===== src/hw/rtl/crv_pkg.sv =====
// crv_pkg: shared constants, datapath type and arctangent table for the cordic pipeline
// no dependencies; imported by crv_stage and cordic_rotate_vector
package crv_pkg;

    localparam int ITERATIONS    = 14;
    localparam int FRACTION_BITS = 16;
    localparam int TABLE_LEN     = 14;

    // micro-rotation stages actually built
    localparam int STAGES = (ITERATIONS < TABLE_LEN) ? ITERATIONS : TABLE_LEN;
    localparam int STEP_W = $clog2(TABLE_LEN);

    // table is held in q16.16 degrees, narrowed for smaller fraction widths
    localparam int ATAN_SHIFT = 16 - FRACTION_BITS;

    localparam int IN_W   = 16;
    localparam int DATA_W = 32;

    // atan(2^-i) in q16.16 degrees
    localparam logic [31:0] ATAN_Q16 [0:TABLE_LEN-1] = '{
        32'd2949120, 32'd1740967, 32'd919789, 32'd466945,
        32'd234379,  32'd117304,  32'd58666,  32'd29335,
        32'd14668,   32'd7334,    32'd3667,   32'd1833,
        32'd917,     32'd458
    };

    // one item in flight between stages
    typedef struct packed {
        logic                     vec;
        logic signed [DATA_W-1:0] x;
        logic signed [DATA_W-1:0] y;
        logic signed [DATA_W-1:0] z;
    } t_crv_data;

    // angle increment for one step, scaled to the fraction width
    function automatic logic signed [DATA_W-1:0] atan_step(input logic [STEP_W-1:0] s);
        logic signed [DATA_W-1:0] a;
        a = '0;
        if (32'(s) < TABLE_LEN) begin
            a = signed'(ATAN_Q16[s]) >>> ATAN_SHIFT;
        end
        return a;
    endfunction

endpackage


===== src/hw/rtl/crv_stage.sv =====
// crv_stage: one registered cordic micro-rotation with its own valid/ready slot
// depends on crv_pkg (t_crv_data, atan_step)
module crv_stage (
    input  logic                       i_clk,
    input  logic                       i_rst_n,
    input  logic [crv_pkg::STEP_W-1:0] i_step,
    input  logic                       i_valid,
    output logic                       o_ready,
    input  crv_pkg::t_crv_data         i_data,
    output logic                       o_valid,
    input  logic                       i_ready,
    output crv_pkg::t_crv_data         o_data
);
    import crv_pkg::*;

    logic                     r_valid;
    t_crv_data                r_data;
    t_crv_data                n_data;
    logic signed [DATA_W-1:0] xs;
    logic signed [DATA_W-1:0] ys;
    logic signed [DATA_W-1:0] a;
    logic                     neg;

    // slot frees when empty or when its item moves on
    assign o_ready = !r_valid || i_ready;

    // micro-rotation, direction from sign of y or z
    always_comb begin
        xs  = i_data.x >>> i_step;
        ys  = i_data.y >>> i_step;
        a   = atan_step(i_step);
        neg = i_data.vec ? !i_data.y[DATA_W-1] : i_data.z[DATA_W-1];
        n_data.vec = i_data.vec;
        if (neg) begin
            n_data.x = i_data.x + ys;
            n_data.y = i_data.y - xs;
            n_data.z = i_data.z + a;
        end else begin
            n_data.x = i_data.x - ys;
            n_data.y = i_data.y + xs;
            n_data.z = i_data.z - a;
        end
    end

    // valid flag
    always_ff @(posedge i_clk) begin
        if (!i_rst_n) begin
            r_valid <= 1'b0;
        end else if (o_ready) begin
            r_valid <= i_valid;
        end
    end

    // payload
    always_ff @(posedge i_clk) begin
        if (o_ready && i_valid) begin
            r_data <= n_data;
        end
    end

    assign o_valid = r_valid;
    assign o_data  = r_data;

endmodule


===== src/hw/rtl/cordic_rotate_vector.sv =====
// cordic_rotate_vector: pipelined circular cordic, rotation or vectoring mode
// pipeline: 15 register stages (entry + 14 rotations)
// throughput: one transaction per cycle unless i_m_axis_tready stalls; one item per stage
// reset: synchronous active-low i_rst_n empties every stage; payload is not cleared
// depends on crv_pkg and crv_stage
module cordic_rotate_vector (
    input  logic        i_clk,
    input  logic        i_rst_n,
    input  logic        i_s_axis_tvalid,
    output logic        o_s_axis_tready,
    input  logic [47:0] i_s_axis_tdata,   // x_in[15:0], y_in[31:16], z_in[47:32]
    input  logic [0:0]  i_s_axis_tuser,   // op[0]
    output logic        o_m_axis_tvalid,
    input  logic        i_m_axis_tready,
    output logic [95:0] o_m_axis_tdata    // x_out[31:0], y_out[63:32], z_out[95:64]
);
    import crv_pkg::*;

    logic                     r_valid;
    t_crv_data                r_data;
    t_crv_data                n_data;
    logic signed [DATA_W-1:0] x_ext;
    logic signed [DATA_W-1:0] y_ext;
    logic signed [DATA_W-1:0] z_ext;

    logic      w_valid [0:STAGES];
    logic      w_ready [0:STAGES];
    t_crv_data w_data  [0:STAGES];

    // entry stage: sign extend and move into fixed point
    always_comb begin
        x_ext = {{(DATA_W-IN_W){i_s_axis_tdata[15]}}, i_s_axis_tdata[15:0]};
        y_ext = {{(DATA_W-IN_W){i_s_axis_tdata[31]}}, i_s_axis_tdata[31:16]};
        z_ext = {{(DATA_W-IN_W){i_s_axis_tdata[47]}}, i_s_axis_tdata[47:32]};
        n_data.vec = i_s_axis_tuser[0];
        n_data.x   = x_ext <<< FRACTION_BITS;
        n_data.y   = y_ext <<< FRACTION_BITS;
        n_data.z   = z_ext <<< FRACTION_BITS;
    end

    assign o_s_axis_tready = !r_valid || w_ready[0];

    always_ff @(posedge i_clk) begin
        if (!i_rst_n) begin
            r_valid <= 1'b0;
        end else if (o_s_axis_tready) begin
            r_valid <= i_s_axis_tvalid;
        end
    end

    always_ff @(posedge i_clk) begin
        if (o_s_axis_tready && i_s_axis_tvalid) begin
            r_data <= n_data;
        end
    end

    assign w_valid[0] = r_valid;
    assign w_data[0]  = r_data;

    // micro-rotation chain
    for (genvar k = 0; k < STAGES; k++) begin : g_stage
        crv_stage u_stage (
            .i_clk   (i_clk),
            .i_rst_n (i_rst_n),
            .i_step  (STEP_W'(k)),
            .i_valid (w_valid[k]),
            .o_ready (w_ready[k]),
            .i_data  (w_data[k]),
            .o_valid (w_valid[k+1]),
            .i_ready (w_ready[k+1]),
            .o_data  (w_data[k+1])
        );
    end

    // last stage register drives the master side
    assign w_ready[STAGES] = i_m_axis_tready;
    assign o_m_axis_tvalid = w_valid[STAGES];
    assign o_m_axis_tdata  = {w_data[STAGES].z, w_data[STAGES].y, w_data[STAGES].x};

endmodule

===== config.mk =====
export PLATFORM = sky130hd
export DESIGN_NAME = cordic_rotate_vector
export DESIGN_NICKNAME = d
export VERILOG_FILES = /design/src/hw/rtl/crv_pkg.sv /design/src/hw/rtl/crv_stage.sv /design/src/hw/rtl/cordic_rotate_vector.sv
export SDC_FILE = /design/constraint.sdc
export NUM_CORES = 2
export LEC_CHECK = 0
export CAP_MARGIN = 20
export CORE_MARGIN = 2
export CORE_UTILIZATION = 30
export CTS_CLUSTER_SIZE = 10
export DETAILED_ROUTE_END_ITERATION = 16
export DONT_BUFFER_PORTS = 1
export SLEW_MARGIN = 40
export SYNTH_ARGS = -nofsm -noshare
export SYNTH_HDL_FRONTEND = slang
export SYNTH_SLANG_ARGS = --single-unit

===== constraint.sdc =====
create_clock -name i_clk -period 13.4 [get_ports i_clk]
set_input_delay 2.68 -clock i_clk [delete_from_list [all_inputs] [get_ports i_clk]]
set_output_delay 2.68 -clock i_clk [all_outputs]
set_load 0.01 [all_outputs]

==> flow_results.org <==
** Status
- Status :: finished, final reports clean

** Clock network
- The H-tree was split into 4 levels.
- The longest clock path from root to sink contains 4 buffers.
- In this run, post-CTS repair resized a total of 0 instances.
- The clock drives around 1,300 sinks.
- Clock latency reported for the late side of the worst-skew pair :: about 840 ps
- After clock tree synthesis, the flow added hold-fix buffers numbering 0.
- TritonCTS clock tree :: built
- Num CTS Buffers :: between 150 and 200
- Clock Root Buffer :: sky130_fd_sc_hd__clkbuf_16
- Postcts setup bufs :: 0
- Clock-pin slew reported for the worst setup and hold paths after clock tree synthesis :: 60 ps

** Layout
- After routing the design area is between 100,000 and 150,000 sq um.
- The area growth from synthesis to layout is 10.0%.
- The net count of the finished layout is between 10,000 and 15,000.
- Filler Cells Inserted :: 34,300
- Share of layout cells above drive strength 1 :: 3.58%
- The finished layout holds between 15,000 and 20,000 standard cells, fillers aside.

** Global route
- Global routing used between 10% and 20% of the available tracks.
- Via count of the first global-routing pass :: 71,500
- Antenna violations before repair :: 1
- Overflow left after global routing :: 0
- The first global-routing pass estimated between 300 and 400 mm of wire.
- Entering global routing, the biggest net connects 72 pins.

** Drt
- Number of remaining DRC errors :: 0
- Via density :: 4.96
- Iteration-0 DRC Markers :: 4,295
- For this run, the detailed router's first-pass iteration total came to 6.
- Drt wl/cell :: 15.9 um
- The count of nets left with antenna violations once routing finished came out at 0.
- Aggregate routed wire length :: 239 mm
- Vias post-DR :: 74,800

** Placement
- Port buffering added 0 buffers.
- Placed instance area :: roughly 110,000 sq um
- Routability-driven placement finished with a final weighted congestion of 0.900.
- Once detailed placement completed, the half-perimeter wirelength came to ~190 mm.
- Total instance count after detailed placement :: around 15,000

** Die
- The core region is between 300,000 and 400,000 sq um.
- Area enclosed by the die boundary :: 344,000 sq um
- Die Width :: slightly below 600 um
- The floorplan has around 210 rows.
- Effective utilization at floorplan :: just over 30%
- # IOs :: 151
- The die is 587 um tall.

** Synth
- Net count after synthesis :: about 12,000
- The most used flip-flop cell after synthesis is sky130_fd_sc_hd__edfxtp_1.
- Of all cell types, the one taking the most synthesized area is sky130_fd_sc_hd__edfxtp_1.
- Number of warnings printed during yosys synthesis :: 0
- The netlist uses about 100 different library cells.
- Sequential cell area fraction in the yosys report :: between 30% and 40%
- Post-synthesis instance area :: between 100,000 and 150,000 sq um
- Flop and latch count out of synthesis :: 1,250
- By area the synthesized netlist is led by sky130_fd_sc_hd__edfxtp_1 (36%), sky130_fd_sc_hd__ha_1 (15%), sky130_fd_sc_hd__xnor2_1 (8.6%).
- Share of synthesized registers carrying an async set or reset :: 0%
- Number of enable-type register cells in the synthesized netlist :: 1,235
- Synthesized netlist cell count :: roughly 10,000
- Share of Yosys cell area claimed by the top area cell type :: 36.4%
- Mean cell area of the mapped netlist :: about 9.8 sq um
- In the post-synthesis netlist, the cell with the most instances is sky130_fd_sc_hd__edfxtp_1.
- Top cells by instance count after synthesis :: sky130_fd_sc_hd__edfxtp_1 (1,235), sky130_fd_sc_hd__ha_1 (1,198), sky130_fd_sc_hd__a21oi_1 (1,078), sky130_fd_sc_hd__xnor2_1 (1,003), sky130_fd_sc_hd__nor2_1 (774)

** Critical path
- In this design, the stage delay of the slowest critical-path cell is approximately 490 ps.
- The cell family contributing the most delay on the critical path is simple AND/OR/NAND/NOR gates.
- The most critical setup path has its startpoint at i_m_axis_tready.
- Signal arrival time at the worst endpoint :: just under 5000 ps
- Depth of the worst register-to-register path :: 17
- Slowest cell on the critical path :: sky130_fd_sc_hd__and2_1
- The signal on the critical path passes through nor2b_1 -> buf_4 -> nand3_1 -> nor2_1 -> and2_1 -> and3_1 -> and4_1 -> nand2_1.
- Setup slack on the worst reg-to-reg path comes out at just over 7000 ps.
- The critical path is of the input port to output pin type.
- In this run the worst path has a maximum fanout of 6.
- The critical path runs through a total of 8 cells.
- Buf/Inv on CP :: 1
- In this run the critical register-to-register path is launched from g_stage[8].u_stage.o_data[63].
- STA classifies the critical path startpoint as an input port.
- In this run the worst setup path terminates at o_s_axis_tready.
- For the worst setup path, the data required time is between 10,000 and 15,000 ps.
- Element type at the critical path end :: output pin
- Terminus of the critical flop-to-flop path :: g_stage[9].u_stage.o_data[93]

** Pwr
- The analysis attributes to cell leakage a power of around 44 nW.
- IR analysis of the VDD net gives a maximum drop of roughly 0.11 mV.
- In this run the power density over the cells is between 80 and 90 nW/um^2.

** STA
- Setup repair after global routing missed its margin :: false
- For the final database, setup skew stands at roughly 62 ps.
- The final hold violation count is 0.
- The worst path in the final design needs a cycle of around 7600 ps, including I/O delays and setup.
- Final Setup Violations :: 0
- Static timing analysis puts the maximum clock frequency at between 0.1 and 0.15 GHz.
- Relative slew slack :: a little over two fifths
- Post-route fraction of the period consumed by the critical path :: between 50% and 60%
- Slew Viols, Final :: 0
- Hold timing on the final database bottoms out at a slack of approximately 430 ps.
- Adding up every negative setup slack in the final design gives 0 ps.
- For the pin with the worst max-slew slack, the measured transition is 840 ps.

** Min path
- Min-delay worst type :: flop to flop

** Job
- Across the run, the number of max-cap violations was 0.
-- worst register-to-register path, cell delays in order, from the launching register on --
cell and delay (ps):
sky130_fd_sc_hd__edfxtp_1 450, sky130_fd_sc_hd__inv_1 220, sky130_fd_sc_hd__mux2_2 200, sky130_fd_sc_hd__buf_4 420, sky130_fd_sc_hd__clkinv_1 780, sky130_fd_sc_hd__o21ai_0 600, sky130_fd_sc_hd__ha_1 310, sky130_fd_sc_hd__a21oi_1 190
sky130_fd_sc_hd__nor2_1 90, sky130_fd_sc_hd__or3_1 490, sky130_fd_sc_hd__a211oi_1 670, sky130_fd_sc_hd__o21ai_1 250, sky130_fd_sc_hd__a31o_2 320, sky130_fd_sc_hd__a41oi_1 270, sky130_fd_sc_hd__a221oi_1 120, sky130_fd_sc_hd__a211oi_1 260
sky130_fd_sc_hd__o21bai_1 100, sky130_fd_sc_hd__xor2_1 140
-- layer usage --
metal	wire, um	GRT usage, %	vias to the layer above
met2	116000	23.8	1200
li1	-	-	38800
met3	6950	1.47	400
met5	0	0	-
met1	108000	16.7	34400
met4	8340	4.67	0
-- layout by cell type, fill, tap and decap left out, drive strengths merged, types with 150 or more instances in the layout --
master and count:
a21o 458, a21oi 1082, clkbuf 195, edfxtp 1235, ha 1198, inv 429
nand2 622, nand2b 188, nand3 192, nor2 775, nor2b 150, nor3 258
o21a 150, o21ai 559, xnor2 1003, xor2 500
-- state kept, by name, summed over array words and instances, names as in the netlist --
name and cells:
g_stage.u_stage.o_data 1186, r_data 49, r_valid 1, g_stage.u_stage.o_valid 14
-- cell families after synthesis --
family	after synthesis	share of synthesized area (%)
AO/OA/AOI/OAI	3108	19.4
AND/OR/NAND/NOR	2676	12.7
XOR/XNOR	1503	12.9
flip-flops	1250	36.7
adder cells (fa/ha/maj)	1235	15.4
buffers and inverters	584	2.16
multiplexers	67	0.675
other	1	0.00368
-- final cells by class --
cell class	instances	area (sq um)	share of cell area [%]
timing repair buffer	63	519	0.464
inverter	435	1630	1.46
multi-input combinational	8590	62500	55.8
clock buffer	195	4210	3.76
clock inverter	19	136	0.122
tap	4515	5650	5.04
antenna	1	2.50	0.00223
sequential	1250	37400	33.4
-- through the flow --
| stage | worst slack, ps | total power [mW] | util, % |
|---|---|---|---|
| 2_1_floorplan | 2660 | 5.12 | - |
| 3_3_place_gp | 5790 | 5.29 | 31.9 |
| 3_5_place_dp | 5820 | 5.30 | 31.9 |
| 4_1_cts | 5800 | 9.13 | 33.2 |
| 5_1_grt | 5660 | 9.37 | 33.2 |
| 6_report | 5830 | 8.99 | 33.2 |
-- worst min-delay path by stage --
| stage | slack (ps) | from | cells after the start | endpoint |
|---|---|---|---|---|
| 5_1_grt | 450 | g_stage[4].u_stage.o_data[2] | 0 | g_stage[5].u_stage.o_data[2] |
| 3_5_place_dp | 430 | g_stage[4].u_stage.o_data[2] | 0 | g_stage[5].u_stage.o_data[2] |
| 2_1_floorplan | 400 | g_stage[4].u_stage.o_data[1] | 0 | g_stage[5].u_stage.o_data[1] |
| 4_1_cts | 440 | g_stage[4].u_stage.o_data[2] | 0 | g_stage[5].u_stage.o_data[2] |
| 3_3_place_gp | 420 | g_stage[4].u_stage.o_data[2] | 0 | g_stage[5].u_stage.o_data[2] |
| 6_report | 430 | g_stage[4].u_stage.o_data[2] | 0 | g_stage[5].u_stage.o_data[2] |
-- where the power goes --
part           switching (mW)  internal, mW  total [mW]
logic                   0.452         0.356       0.808
registers              0.0515          4.36        4.41
clock network            1.56          2.21        3.77
total                    2.06          6.93        8.99
Power figures use the tool's default switching activity.
